<file path="src/hw/rtl/fdr_pkg.sv">
`timescale 1ns / 1ps
`default_nettype none
// ----------------------------------------------------------------------------
// fdr_pkg - framed data receiver shared definitions
// Result kinds, reply characters, register indexes, queue record type and
// the element size table.
// ----------------------------------------------------------------------------
package fdr_pkg;

  // Default counter width and queue depth
  localparam int unsigned COUNT_WIDTH_DEF = 24;
  localparam int unsigned QUEUE_DEPTH_DEF = 2;

  // Fixed field widths
  localparam int unsigned MAX_BYTES_W = 24;
  localparam int unsigned INDEX_W     = 24;
  localparam int unsigned TOTAL_W     = 32;

  // Framing characters
  localparam logic [7:0]  START_MARK  = 8'h3C;   // '<'
  localparam logic [7:0]  FORMAT_BASE = 8'h30;   // '0'
  localparam logic [7:0]  FORMAT_LAST = 8'h36;   // '6'
  localparam logic [7:0]  REPLY_ACK   = 8'h61;   // 'a'
  localparam logic [7:0]  REPLY_FAIL  = 8'h43;   // 'C'
  localparam logic [7:0]  REPLY_OK    = 8'h5E;   // '^'
  localparam logic [7:0]  REPLY_NONE  = 8'h00;
  localparam logic [15:0] SUM_SEED    = 16'h1234;
  localparam logic [23:0] MAX_BYTES_RST = 24'hFF_FFFF;

  // Configuration register indexes
  localparam logic CFG_MAX_BYTES       = 1'b0;
  localparam logic CFG_EXPECTED_FORMAT = 1'b1;

  // Result kinds
  typedef enum logic [2:0] {
    KIND_ACK    = 3'd0,
    KIND_DATA   = 3'd1,
    KIND_OK     = 3'd2,
    KIND_FAIL   = 3'd3,
    KIND_REJECT = 3'd4
  } kind_t;

  // One result record as it travels through the queue
  typedef struct packed {
    kind_t                kind;
    logic [7:0]           data;
    logic [INDEX_W-1:0]   index;
    logic [7:0]           tag;
    logic [TOTAL_W-1:0]   count;
  } rec_t;

  // Element size as a left shift: sizes 1,1,2,2,4,4,4 for formats '0'..'6'
  function automatic logic [1:0] elem_shift(input logic [2:0] fmt_idx);
    logic [1:0] sh;
    unique case (fmt_idx)
      3'd0, 3'd1:       sh = 2'd0;
      3'd2, 3'd3:       sh = 2'd1;
      3'd4, 3'd5, 3'd6: sh = 2'd2;
      default:          sh = 2'd0;
    endcase
    return sh;
  endfunction

endpackage
`default_nettype wire

</file>
<file path="src/hw/rtl/framed_data_receiver_top.sv">
`timescale 1ns / 1ps
`default_nettype none
// ----------------------------------------------------------------------------
// framed_data_receiver_top - framed data receiver
// Result path: the record is written into the queue at the byte transfer,
//   then loaded into the output register once that register is empty or
//   its transfer completes.
// Throughput: one byte per cycle; input stalls only while the record queue
//   is full.
// Reset (synchronous, rst_n low): parser hunts for '<', queue and output
//   register empty, max_bytes = 0xFFFFFF, expected_format = 0.
// ----------------------------------------------------------------------------
module framed_data_receiver_top #(
  parameter int unsigned COUNT_WIDTH = fdr_pkg::COUNT_WIDTH_DEF,
  parameter int unsigned QUEUE_DEPTH = fdr_pkg::QUEUE_DEPTH_DEF
) (
  input  wire logic                            clk,
  input  wire logic                            rst_n,
  input  wire logic                            cfg_we,
  input  wire logic                            cfg_index,
  input  wire logic [fdr_pkg::MAX_BYTES_W-1:0] cfg_wdata,
  input  wire logic                            in_valid,
  output logic                                 in_ready,
  input  wire logic [7:0]                      in_rx_byte,
  output logic                                 out_valid,
  input  wire logic                            out_ready,
  output logic [2:0]                           out_kind,
  output logic [7:0]                           out_reply_byte,
  output logic [7:0]                           out_data_byte,
  output logic [fdr_pkg::INDEX_W-1:0]          out_data_index,
  output logic [7:0]                           out_frame_tag,
  output logic [fdr_pkg::TOTAL_W-1:0]          out_element_count
);
  import fdr_pkg::*;

  logic q_full;
  logic push;
  rec_t push_rec;
  logic pop;
  logic head_valid;
  rec_t head_rec;

  // Parser
  fdr_front #(
    .COUNT_WIDTH(COUNT_WIDTH)
  ) u_front (
    .clk       (clk),
    .rst_n     (rst_n),
    .cfg_we    (cfg_we),
    .cfg_index (cfg_index),
    .cfg_wdata (cfg_wdata),
    .in_valid  (in_valid),
    .in_ready  (in_ready),
    .in_rx_byte(in_rx_byte),
    .q_full    (q_full),
    .push      (push),
    .push_rec  (push_rec)
  );

  // Record queue
  fdr_queue #(
    .DEPTH(QUEUE_DEPTH)
  ) u_queue (
    .clk       (clk),
    .rst_n     (rst_n),
    .push      (push),
    .push_rec  (push_rec),
    .full      (q_full),
    .pop       (pop),
    .head_valid(head_valid),
    .head_rec  (head_rec)
  );

  // Output stage
  fdr_back u_back (
    .clk              (clk),
    .rst_n            (rst_n),
    .head_valid       (head_valid),
    .head_rec         (head_rec),
    .pop              (pop),
    .out_valid        (out_valid),
    .out_ready        (out_ready),
    .out_kind         (out_kind),
    .out_reply_byte   (out_reply_byte),
    .out_data_byte    (out_data_byte),
    .out_data_index   (out_data_index),
    .out_frame_tag    (out_frame_tag),
    .out_element_count(out_element_count)
  );

  // Parser never writes a full queue
  a_no_push_full: assert property (@(posedge clk) disable iff (!rst_n)
    push |-> !q_full)
    else $error("record pushed into full queue");

  // Ack result carries the ack character
  a_ack_reply: assert property (@(posedge clk) disable iff (!rst_n)
    (out_valid && (out_kind == KIND_ACK)) |-> (out_reply_byte == REPLY_ACK))
    else $error("ack result without ack reply");

  // Data results carry no reply and no element count
  a_data_fields: assert property (@(posedge clk) disable iff (!rst_n)
    (out_valid && (out_kind == KIND_DATA)) |->
      ((out_reply_byte == REPLY_NONE) && (out_element_count == '0)))
    else $error("data result with reply or count");

  // Output register comes out of reset empty
  a_reset_empty: assert property (@(posedge clk)
    !rst_n |=> !out_valid)
    else $error("output valid after reset");

endmodule
`default_nettype wire

</file>
<file path="src/hw/rtl/fdr_front.sv">
`timescale 1ns / 1ps
`default_nettype none
// ----------------------------------------------------------------------------
// fdr_front - frame parser
// Accepts received bytes, hunts for the start mark, collects the header,
// counts and sums payload bytes and checks the trailing checksum. Each byte
// that causes a result pushes one record into the queue.
// ----------------------------------------------------------------------------
module fdr_front #(
  parameter int unsigned COUNT_WIDTH = fdr_pkg::COUNT_WIDTH_DEF
) (
  input  wire logic                            clk,
  input  wire logic                            rst_n,
  // configuration
  input  wire logic                            cfg_we,
  input  wire logic                            cfg_index,
  input  wire logic [fdr_pkg::MAX_BYTES_W-1:0] cfg_wdata,
  // byte input
  input  wire logic                            in_valid,
  output logic                                 in_ready,
  input  wire logic [7:0]                      in_rx_byte,
  // queue side
  input  wire logic                            q_full,
  output logic                                 push,
  output fdr_pkg::rec_t                        push_rec
);
  import fdr_pkg::*;

  localparam int unsigned WANT_W = TOTAL_W + 2;
  localparam logic [WANT_W-1:0] LIMIT = (WANT_W'(1) << COUNT_WIDTH) - WANT_W'(1);

  typedef enum logic [2:0] {
    PH_HUNT,
    PH_HEADER,
    PH_DATA,
    PH_SUM_LO,
    PH_SUM_HI
  } phase_t;

  phase_t                 phase_r, phase_nxt;
  logic [2:0]             hdr_cnt_r, hdr_cnt_nxt;
  logic [7:0]             fmt_r, fmt_nxt;
  logic [7:0]             tag_r, tag_nxt;
  logic [TOTAL_W-1:0]     total_r, total_nxt;
  logic [COUNT_WIDTH-1:0] target_r, target_nxt;
  logic [COUNT_WIDTH-1:0] count_r, count_nxt;
  logic [15:0]            sum_r, sum_nxt;
  logic [7:0]             sum_lo_r, sum_lo_nxt;
  logic [MAX_BYTES_W-1:0] max_bytes_r;
  logic [7:0]             exp_fmt_r;

  logic                   accept;
  logic [1:0]             hdr_lane;
  logic [2:0]             fmt_idx;
  logic                   fmt_bad;
  logic [WANT_W-1:0]      want;
  logic [WANT_W-1:0]      cap;
  logic [WANT_W-1:0]      want_sat;
  logic [COUNT_WIDTH-1:0] count_inc;
  logic [31:0]            count_ext;

  assign in_ready = !q_full;
  assign accept   = in_valid && in_ready;

  // Header helpers
  assign hdr_lane = 2'(hdr_cnt_r - 3'd2);
  assign fmt_idx  = 3'(fmt_r - FORMAT_BASE);
  assign fmt_bad  = (fmt_r < FORMAT_BASE) || (fmt_r > FORMAT_LAST) ||
                    ((exp_fmt_r != 8'd0) && (exp_fmt_r != fmt_r));

  // Payload target: size * count, saturated to max_bytes and counter range
  assign want     = WANT_W'(total_nxt) << elem_shift(fmt_idx);
  assign cap      = (WANT_W'(max_bytes_r) < LIMIT) ? WANT_W'(max_bytes_r) : LIMIT;
  assign want_sat = (want < cap) ? want : cap;

  assign count_inc = count_r + COUNT_WIDTH'(1);
  assign count_ext = 32'(count_r);

  // Parser next state and result record
  always_comb begin
    phase_nxt   = phase_r;
    hdr_cnt_nxt = hdr_cnt_r;
    fmt_nxt     = fmt_r;
    tag_nxt     = tag_r;
    total_nxt   = total_r;
    target_nxt  = target_r;
    count_nxt   = count_r;
    sum_nxt     = sum_r;
    sum_lo_nxt  = sum_lo_r;
    push        = 1'b0;
    push_rec    = '{kind: KIND_ACK, data: 8'd0, index: '0, tag: tag_r, count: '0};

    if (accept) begin
      unique case (phase_r)
        PH_HUNT: begin
          if (in_rx_byte == START_MARK) begin
            phase_nxt   = PH_HEADER;
            hdr_cnt_nxt = 3'd0;
          end
        end

        PH_HEADER: begin
          if (hdr_cnt_r == 3'd0) begin
            fmt_nxt   = in_rx_byte;
            total_nxt = '0;
          end else if (hdr_cnt_r == 3'd1) begin
            tag_nxt = in_rx_byte;
          end else begin
            total_nxt[8*hdr_lane +: 8] = in_rx_byte;
          end
          hdr_cnt_nxt = hdr_cnt_r + 3'd1;
          // last header byte: accept or reject the frame
          if (hdr_cnt_r == 3'd5) begin
            hdr_cnt_nxt   = 3'd0;
            push          = 1'b1;
            push_rec.tag  = tag_r;
            if (fmt_bad) begin
              phase_nxt     = PH_HUNT;
              push_rec.kind = KIND_REJECT;
            end else begin
              target_nxt    = COUNT_WIDTH'(want_sat);
              count_nxt     = '0;
              sum_nxt       = SUM_SEED;
              phase_nxt     = (want_sat == '0) ? PH_SUM_LO : PH_DATA;
              push_rec.kind = KIND_ACK;
            end
          end
        end

        PH_DATA: begin
          sum_nxt   = sum_r + 16'(in_rx_byte);
          count_nxt = count_inc;
          if ((count_inc == target_r) || (count_inc == '0)) begin
            phase_nxt = PH_SUM_LO;
          end
          push           = 1'b1;
          push_rec.kind  = KIND_DATA;
          push_rec.data  = in_rx_byte;
          push_rec.index = count_ext[INDEX_W-1:0];
        end

        PH_SUM_LO: begin
          sum_lo_nxt = in_rx_byte;
          phase_nxt  = PH_SUM_HI;
        end

        PH_SUM_HI: begin
          phase_nxt = PH_HUNT;
          push      = 1'b1;
          if ({in_rx_byte, sum_lo_r} == sum_r) begin
            push_rec.kind  = KIND_OK;
            push_rec.count = total_r;
          end else begin
            push_rec.kind  = KIND_FAIL;
          end
        end

        default: begin
          phase_nxt = PH_HUNT;
        end
      endcase
    end
  end

  // State and configuration registers
  always_ff @(posedge clk) begin
    if (!rst_n) begin
      phase_r     <= PH_HUNT;
      hdr_cnt_r   <= 3'd0;
      fmt_r       <= 8'd0;
      tag_r       <= 8'd0;
      total_r     <= '0;
      target_r    <= '0;
      count_r     <= '0;
      sum_r       <= SUM_SEED;
      sum_lo_r    <= 8'd0;
      max_bytes_r <= MAX_BYTES_RST;
      exp_fmt_r   <= 8'd0;
    end else begin
      phase_r   <= phase_nxt;
      hdr_cnt_r <= hdr_cnt_nxt;
      fmt_r     <= fmt_nxt;
      tag_r     <= tag_nxt;
      total_r   <= total_nxt;
      target_r  <= target_nxt;
      count_r   <= count_nxt;
      sum_r     <= sum_nxt;
      sum_lo_r  <= sum_lo_nxt;
      if (cfg_we) begin
        unique case (cfg_index)
          CFG_MAX_BYTES:       max_bytes_r <= cfg_wdata;
          CFG_EXPECTED_FORMAT: exp_fmt_r   <= cfg_wdata[7:0];
          default:             ;
        endcase
      end
    end
  end

endmodule
`default_nettype wire

</file>
<file path="src/hw/rtl/fdr_queue.sv">
`timescale 1ns / 1ps
`default_nettype none
// ----------------------------------------------------------------------------
// fdr_queue - result record queue
// Small register queue between parser and output stage; head is shown
// combinationally, push and pop may happen in the same cycle.
// ----------------------------------------------------------------------------
module fdr_queue #(
  parameter int unsigned DEPTH = fdr_pkg::QUEUE_DEPTH_DEF
) (
  input  wire logic    clk,
  input  wire logic    rst_n,
  input  wire logic    push,
  input  wire fdr_pkg::rec_t push_rec,
  output logic         full,
  input  wire logic    pop,
  output logic         head_valid,
  output fdr_pkg::rec_t head_rec
);
  import fdr_pkg::*;

  localparam int unsigned PTR_W = (DEPTH > 1) ? $clog2(DEPTH) : 1;
  localparam int unsigned CNT_W = $clog2(DEPTH + 1);
  localparam logic [PTR_W-1:0] PTR_LAST = PTR_W'(DEPTH - 1);

  rec_t             mem_r [DEPTH];
  logic [PTR_W-1:0] wr_ptr_r, wr_ptr_nxt;
  logic [PTR_W-1:0] rd_ptr_r, rd_ptr_nxt;
  logic [CNT_W-1:0] cnt_r, cnt_nxt;
  logic             do_pop;

  assign full       = (cnt_r == CNT_W'(DEPTH));
  assign head_valid = (cnt_r != '0);
  assign head_rec   = mem_r[rd_ptr_r];
  assign do_pop     = pop && head_valid;

  // Pointer and fill count update
  always_comb begin
    wr_ptr_nxt = wr_ptr_r;
    rd_ptr_nxt = rd_ptr_r;
    cnt_nxt    = cnt_r;
    if (push) begin
      wr_ptr_nxt = (wr_ptr_r == PTR_LAST) ? '0 : wr_ptr_r + PTR_W'(1);
    end
    if (do_pop) begin
      rd_ptr_nxt = (rd_ptr_r == PTR_LAST) ? '0 : rd_ptr_r + PTR_W'(1);
    end
    if (push && !do_pop) begin
      cnt_nxt = cnt_r + CNT_W'(1);
    end else if (do_pop && !push) begin
      cnt_nxt = cnt_r - CNT_W'(1);
    end
  end

  always_ff @(posedge clk) begin
    if (!rst_n) begin
      wr_ptr_r <= '0;
      rd_ptr_r <= '0;
      cnt_r    <= '0;
    end else begin
      wr_ptr_r <= wr_ptr_nxt;
      rd_ptr_r <= rd_ptr_nxt;
      cnt_r    <= cnt_nxt;
    end
  end

  // Entry storage
  always_ff @(posedge clk) begin
    if (push) begin
      mem_r[wr_ptr_r] <= push_rec;
    end
  end

endmodule
`default_nettype wire

</file>
<file path="src/hw/rtl/fdr_back.sv">
`timescale 1ns / 1ps
`default_nettype none
// ----------------------------------------------------------------------------
// fdr_back - result output stage
// Takes records from the queue into the output register and forms the reply
// byte for each result kind.
// ----------------------------------------------------------------------------
module fdr_back (
  input  wire logic                        clk,
  input  wire logic                        rst_n,
  input  wire logic                        head_valid,
  input  wire fdr_pkg::rec_t               head_rec,
  output logic                             pop,
  output logic                             out_valid,
  input  wire logic                        out_ready,
  output logic [2:0]                       out_kind,
  output logic [7:0]                       out_reply_byte,
  output logic [7:0]                       out_data_byte,
  output logic [fdr_pkg::INDEX_W-1:0]      out_data_index,
  output logic [7:0]                       out_frame_tag,
  output logic [fdr_pkg::TOTAL_W-1:0]      out_element_count
);
  import fdr_pkg::*;

  logic       valid_r;
  rec_t       rec_r;
  logic [7:0] reply_r;
  logic [7:0] reply_nxt;

  // Reply character per kind
  always_comb begin
    unique case (head_rec.kind)
      KIND_ACK:  reply_nxt = REPLY_ACK;
      KIND_OK:   reply_nxt = REPLY_OK;
      KIND_FAIL: reply_nxt = REPLY_FAIL;
      default:   reply_nxt = REPLY_NONE;
    endcase
  end

  // Load when the register is empty or its transfer completes
  assign pop = head_valid && (!valid_r || out_ready);

  always_ff @(posedge clk) begin
    if (!rst_n) begin
      valid_r <= 1'b0;
    end else if (pop) begin
      valid_r <= 1'b1;
    end else if (out_ready) begin
      valid_r <= 1'b0;
    end
  end

  always_ff @(posedge clk) begin
    if (pop) begin
      rec_r   <= head_rec;
      reply_r <= reply_nxt;
    end
  end

  assign out_valid         = valid_r;
  assign out_kind          = rec_r.kind;
  assign out_reply_byte    = reply_r;
  assign out_data_byte     = rec_r.data;
  assign out_data_index    = rec_r.index;
  assign out_frame_tag     = rec_r.tag;
  assign out_element_count = rec_r.count;

endmodule
`default_nettype wire
</file>
<file path="config.mk">
export PLATFORM = sky130hd
export DESIGN_NAME = framed_data_receiver_top
export DESIGN_NICKNAME = d
export VERILOG_FILES = /design/src/hw/rtl/fdr_pkg.sv /design/src/hw/rtl/framed_data_receiver_top.sv /design/src/hw/rtl/fdr_front.sv /design/src/hw/rtl/fdr_queue.sv /design/src/hw/rtl/fdr_back.sv
export SDC_FILE = /design/constraint.sdc
export NUM_CORES = 1
export LEC_CHECK = 0
export ABC_AREA = 1
export BUFFER_PORTS_ARGS = -buffer_cell sky130_fd_sc_hd__buf_2
export CAP_MARGIN = 20
export CELL_PAD_IN_SITES_DETAIL_PLACEMENT = 1
export CELL_PAD_IN_SITES_GLOBAL_PLACEMENT = 1
export CORE_MARGIN = 3
export CORE_UTILIZATION = 47
export DETAILED_ROUTE_END_ITERATION = 10
export GPL_TIMING_DRIVEN = 0
export PLACE_DENSITY_LB_ADDON = 0.1
export SLEW_MARGIN = 25
export SYNTH_ARGS = -nofsm -noshare
export SYNTH_HDL_FRONTEND = slang
export SYNTH_SLANG_ARGS = --single-unit
</file>
<file path="constraint.sdc">
create_clock -name clk -period 9 [get_ports clk]
set_clock_uncertainty 0.1 [all_clocks]
set_input_delay 1.35 -clock clk [delete_from_list [all_inputs] [get_ports clk]]
set_output_delay 1.35 -clock clk [all_outputs]
set_load 0.005 [all_outputs]
</file>
======== Yosys cells after proc, flatten, opt, wreduce, memory -nomap -nowiden ========
Memory sizes are Yosys's and may differ from the RTL's. A register that Yosys moved wholly into a read port is not among the register bits.
Index checks and enable logic that the tools add are counted.
storage, ports and cells
  bits in registers ....................... 246
  bits in writable memories ............... 150
  input bits .............................. 38
  output and inout port bits .............. 85
  logic and storage cells ................. 146
  memories ................................ 1
cells by class
  add/subtract/negate cells ............... 10
  magnitude comparators ................... 4
  eq/ne operators ......................... 22
  shift operators ......................... 3
  multiplexer cells ....................... 45
  bitwise gates (word level) .............. 3
  reductions and logical operators ........ 37
memories
  name           depth  bits a word  read ports  clocked after memory_dff  write ports  RTL line         source
  u_queue.mem_r  2      75           1           1                         1            fdr_queue.sv:26  rec_t mem_r [DEPTH];
operators by type and width
  cell                                                    number
  2-to-1 mux 32 bit                                       7
  2-to-1 mux 75 bit                                       1
  2-to-1 mux 24 bit                                       3
  one-hot mux 24 bit (2 select lines)                     1
  logical NOT 34 bit                                      1
  less-than comparator 34 bit                             1
  2-to-1 mux 34 bit                                       1
  negator 5 -> 34 bit                                     1
  variable shift 8 x 34 -> 32 bit (first input constant)  1
  variable part select 8 x 34 -> 32 bit                   1
  left shift 32 x 2 -> 34 bit                             1
  bitwise mux 32 bit                                      1
  2-to-1 mux 16 bit                                       2
  one-hot mux 16 bit (2 select lines)                     1
  adder 24 x 1 -> 24 bit (second input constant)          1
  equality test 24 bit                                    1
  logical NOT 24 bit                                      1
  less-than comparator 24 bit (second input constant)     1
  2-to-1 mux 3 bit                                        8
  one-hot mux 7 bit (3 select lines)                      1
  equality test 3 x 2 -> 1 bit (second input constant)    6
  adder 16 x 8 -> 16 bit                                  1
  equality test 16 bit                                    1
  AND reduction 4 bit                                     4
  33 further kinds                                        76

======== Logic depth before layout (Yosys ltp) ========
  depth in word-level cells ............... 16
  mapped depth ............................ 35
  mapped depth without buffers ............ 34

======== By module ========
From an unflattened synthesis, not the netlist that was laid out.
second synthesis, totals
  cell total of the unflattened synthesis .. 1837
  area total of the unflattened synthesis .. 18144.9 um^2
by module, submodules not included
  module     times used  cells each  area an instance (um^2)  sequential area each (um^2)
  fdr_front  1           1468        9781.9                   3163.0
  fdr_queue  1           269         5849.4                   4604.4
  fdr_back   1           100         2513.7                   2422.3

======== Least setup slack after synthesis ========
No wires, ideal clock.
  path kind ............................... input to register
  from .................................... input out_ready
  to ...................................... register u_queue.cnt_r[1]
  library setup time ...................... 0.122 ns
  arrival time ............................ 6.461 ns
  data required time ...................... 8.778 ns
  setup slack ............................. 2.317 ns
  stages on the path ...................... 8
  path buffers ............................ 0
  cells stage by stage .................... nor2_1 > a21oi_1 > inv_1 > ha_1 > a21oi_1 > o21ai_0 > o21ai_0 > a21oi_1
on the way
  longest elaborated chain between the ends .. 6
  elaborated cells on any way between the ends .. 8
  classes of those cells .................. mux (1); reduce/logical (7)
ends and longest elaborated chain
  element                                                 RTL line                        source
  start: declaration                                      framed_data_receiver_top.sv:26  input wire logic out_ready,
  logical OR 1 bit *                                      fdr_back.sv:41                  assign pop = head_valid && (!valid_r || out_ready);
  logical AND 1 bit *                                     fdr_back.sv:41
  named net pop                                           framed_data_receiver_top.sv:39  logic pop;
  logical AND 1 bit *                                     fdr_queue.sv:35                 assign do_pop = pop && head_valid;
  logical NOT 1 bit                                       fdr_queue.sv:48                 if (push && !do_pop) begin
  logical AND 1 bit                                       fdr_queue.sv:48
  2-to-1 mux 2 bit or nonzero test 2 bit (tied branches)  --
  end signal: assignment                                  fdr_queue.sv:63                 cnt_r <= cnt_nxt;
  end: declaration                                        fdr_queue.sv:29                 logic [CNT_W-1:0] cnt_r, cnt_nxt;
Mark *: on every way through the listed nets, which the timed path passes. The rest lies on a longest branch.
A chain may end at the register's enable or synchronous reset.

======== Worst setup path after layout ========
  from .................................... input in_valid
  to ...................................... register u_front.phase_r[0]
on the way
  longest elaborated chain between the ends .. 10
  elaborated cells on any way between the ends .. 11
  classes of those cells .................. order compare (1); shift (1); mux (6); reduce/logical (3)
ends and longest elaborated chain
  element                             RTL line                        source
  start: declaration                  framed_data_receiver_top.sv:22  input wire logic in_valid,
  logical AND 1 bit *                 fdr_front.sv:63                 assign accept = in_valid && in_ready;
  2-to-1 mux 32 bit                   fdr_front.sv:93                 if (accept) begin
  left shift 32 x 2 -> 34 bit         fdr_front.sv:72                 assign want = WANT_W'(total_nxt) << elem_shift(fmt_idx);
  less-than comparator 34 bit         fdr_front.sv:74                 assign want_sat = (want < cap) ? want : cap;
  2-to-1 mux 34 bit                   fdr_front.sv:74
  logical NOT 34 bit                  fdr_front.sv:124                phase_nxt = (want_sat == '0) ? PH_SUM_LO : PH_DATA;
  2-to-1 mux 1 bit                    fdr_front.sv:124
  2-to-1 mux 3 bit                    fdr_front.sv:117                if (fmt_bad) begin
  2-to-1 mux 3 bit                    fdr_front.sv:113                if (hdr_cnt_r == 3'd5) begin
  one-hot mux 3 bit (4 select lines)  fdr_front.sv:94                 unique case (phase_r)
  end signal: assignment              fdr_front.sv:180                phase_r <= phase_nxt;
  end: declaration                    fdr_front.sv:40                 phase_t phase_r, phase_nxt;
Every way passes the cells marked *; elsewhere a longest branch is shown, timed or not. The select of a mux whose other input is x is not followed.

==> summary.txt <==
Status
  • Status: completed

Worst setup path
  • CP arrival: between 6 and 7 ns
  • Critical path's largest stage delay: 0.33 ns
  • CP endpoint kind: register
  • Worst EP required: 9.40 ns
  • Worst setup SP type: primary input
  • Top cell by count, worst path: nand2_1
  • Worst setup path class: in -> reg
  • Slowest cell on the critical path: a21boi_2
  • Crit Path Max Fanout: 10

Global routing
  • Met2 GRT Util: 44.0%
  • Overflow after GRT: 0
  • Busiest layer in global routing: met2
  • M1 GR Usage: between 30% and 40%
  • Antenna violations before repair: 0
  • GR Layer Usage met3: 3.88%
  • Vias in the first global route: roughly 15000
  • Gr usage total: 25.3%
  • Pin count of the biggest net entering global routing: 25
  • First-pass GRT wire length: about 82000 um

Finish
  • P&R area growth vs syn: 15.9%
  • Ant. Diodes: 0
  • Final Cell Area: approximately 0.021 mm^2
  • Layout cells sized above 1: 14.9%
  • Non-Filler Instances: between 2000 and 3000
  • Most frequent cells in the layout: 389 x nand2_1, 230 x edfxtp_1, 211 x nor2_1, 196 x inv_1, 164 x dfxtp_1
  • Final nets: 2153
  • Final Util: 55.4%
  • Most common cell after layout, fill and taps aside: nand2_1

Floorplanning
  • DIE WIDTH: ~200 um
  • I/O pin cnt: between 100 and 150
  • Die area: 0.0408 mm^2
  • Num rows: 71
  • Die height: 202 um
  • Starting Density: 47.8%
  • Core region area: 0.0378 mm^2

Synthesis
  • Asr flop ratio synth: 0%
  • Synth Flop Type: edfxtp_1
  • Mapped Nets: between 1500 and 2000
  • EDFF count, synth: 230
  • YS warnings: 0
  • Syn Area/Cell: approximately 9.5 um^2
  • Distinct cells, synth: between 50 and 60
  • Seq/Total Area, Yosys: 56.5%
  • Syn Inst Count: 1900
  • Cell Area, Synth: 0.0180 mm^2
  • Synthesis-stage register bit count: 394

Place
  • Pre-CTS setup slack: ~2.8 ns
  • IO buf count: 120
  • Post-DP Area: approximately 0.020 mm^2
  • Post-DP HPWL: approximately 38000 um
  • DP Cell Count: 2541
  • Routability congestion estimate: about 0.9

STA
  • Post-route setup slack: between 3 and 4 ns
  • Final slew viol count: 0
  • Final Hold Vio Count: 0
  • Fmax: ~180 MHz
  • Final setup fails: 0
  • Final worst-path cycle share: 63.1%
  • Hold Slack: 0.374 ns
  • Worst-margin pin slew: 0.866 ns
  • Min cycle time layout: 5.68 ns
  • RSZ-0062 raised after global routing: no
  • Setup tns final: 0 ns
  • Worst rel slew slack: between 40 and 50%

Clock tree
  • Clk_lat worst skew: 0.57 ns
  • Cts bufs inserted: 43
  • Maximum level of the CTS H-tree: 2
  • Post-CTS Setup Repair Bufs: 0
  • Clk pin slew, worst setup/hold paths: 0.06 ns
  • TritonCTS clock tree: done
  • CTS resizes: 0
  • Num Clock Sinks: between 300 and 400
  • CTS Buffer Depth: 3
  • CTS root buf: clkbuf_16
  • Hold_buf cts: 0

Power
  • Sw Share: 25.3%
  • Clk pwr share: between 30 and 40%
  • Max IR drop VDD: 0.000168 V
  • NetSw: 1.24 mW
  • Leak pwr: 8.60 nW
  • PwrDens: roughly 230 mW/mm^2
  • Overall power: 4.88 mW
  • Logic pwr share: 17.8%
  • Internal power: 3.64 mW
  • Reg power frac: 46.5%

Route
  • DR vias/cell: between 5 and 6
  • Final ANT Viol Nets: 0
  • First-pass iteration count of the detailed router: 5
  • DRC Markers: 0
  • Total Wirelength: 51400 um
  • Post-DR wirelength/cell: 19.6 um
  • Via count: 13900
  • 1st-iter DRT viols: 699

Flow run
  • Max Cap Viol: 0

Min path
  • HP Class: reg -> reg
flip-flops by register name, indices dropped and copies added, names as in the netlist, named ones only:
register and count:
u_back.out_data_byte 8, u_back.out_frame_tag 8, u_front.target_r 24, u_front.hdr_cnt_r 3
u_queue.cnt_r 2, u_back.out_valid 1, u_front.fmt_r 8, u_front.max_bytes_r 24
u_front.sum_r 16, u_front.sum_lo_r 8, u_back.out_element_count 32, u_back.out_data_index 24
u_front.tag_r 8, u_queue.rd_ptr_r 1, u_front.count_r 24, u_front.phase_r 3
u_front.total_r 32, u_queue.wr_ptr_r 1, u_back.out_reply_byte 5, u_back.out_kind 3
u_front.exp_fmt_r 8, u_queue.mem_r 150
cells in the mapped netlist (2+ instances only):
cell type  count  area share (%)
nand2_1      389             8.1
o2111ai_1      2           0.097
a211oi_1      15            0.62
inv_2          8            0.17
clkbuf_1      61             1.3
nor3_2         2            0.11
buf_2          5            0.14
nor2_4         2            0.12
a21oi_2        3            0.15
o21ai_1        2           0.056
o211ai_1      48             2.0
xor2_1        31             1.5
inv_1        196             4.1
nand2_4        2            0.12
or2_2         10            0.35
dfxtp_1      164              18
buf_4          6            0.25
a21oi_1       84             2.3
edfxtp_1     230              38
nor3_1        54             1.5
nand3_1       66             1.8
buf_6          4            0.25
nor2_2         2           0.069
mux2_2        72             4.5
nor2_1       213             4.4
o22ai_1       16            0.56
xnor2_1       27             1.3
a22oi_1        7            0.29
buf_1          4           0.083
o21a_1         4            0.17
nand3_2        2            0.11
nand3b_1       4            0.17
and2_1         4            0.14
o21ai_0       82             2.3
ha_1          39             2.7
mux2i_1        3            0.17
nor4_1         6            0.21
nand2_2        4            0.14
nand4_1       15            0.52
power groups by stage:
stage	Sequential [mW]	Combinational (mW)	Clock (mW)
after floorplan	2.36	0.408	0
after global placement	2.35	0.750	0
after detailed placement	2.31	0.878	0
after CTS	2.27	0.888	1.78
after global routing	2.29	0.949	1.85
final	2.27	0.867	1.74
critical path, delay by kind of cell:
| family | cells | cell delay [ns] |
|---|---|---|
| fa+ha+maj | 1 | 0.25 |
| buf+inv | 5 | 0.89 |
| simple gates | 22 | 2.72 |
| compound gates | 5 | 0.85 |
path summary, 6_finish.rpt:
check                               to  slack [ns]                  from  cells past startpoint
setup reg to reg    u_front.phase_r[0]        3.47  u_front.hdr_cnt_r[0]                     34
hold reg to reg   u_queue.mem_r[1][39]        0.37      u_front.tag_r[7]                      0
hold / removal    u_queue.mem_r[1][39]        0.37      u_front.tag_r[7]                      0
setup / recovery    u_front.phase_r[0]        3.32              in_valid                     33
cell families (layout without fill, tap and decap cells):
logic type               after synthesis  count (layout)  share of synthesized area [%]
other                                  1               1                         0.0208
XOR/XNOR                              58              58                           2.82
flip-flops                           394             394                           56.5
multiplexers                          75              75                           4.66
AND/OR/NAND/NOR                      777             777                           18.0
AO/OA/AOI/OAI                        270             270                           8.93
buffers and inverters                285             491                           6.26
adder cells (fa/ha/maj)               40              40                           2.82
metal layers:
metal,routed length (um),vias up
li1,-,6741
met1,22900,6842
met2,25300,277
met3,1940,85
met4,1270,0
met5,0,-
final cells by class:
cell class | instances | area [um^2]
Buffer | 80 | 359
Clock buffer | 62 | 1190
Clock inverter | 14 | 175
Fill cell | 4349 | 16800
Inverter | 205 | 769
Multi-Input combinational cell | 1221 | 6740
Sequential cell | 394 | 10200
Tap cell | 511 | 639
Timing Repair Buffer | 130 | 846
No activity file was read; power rests on OpenSTA's default activity.
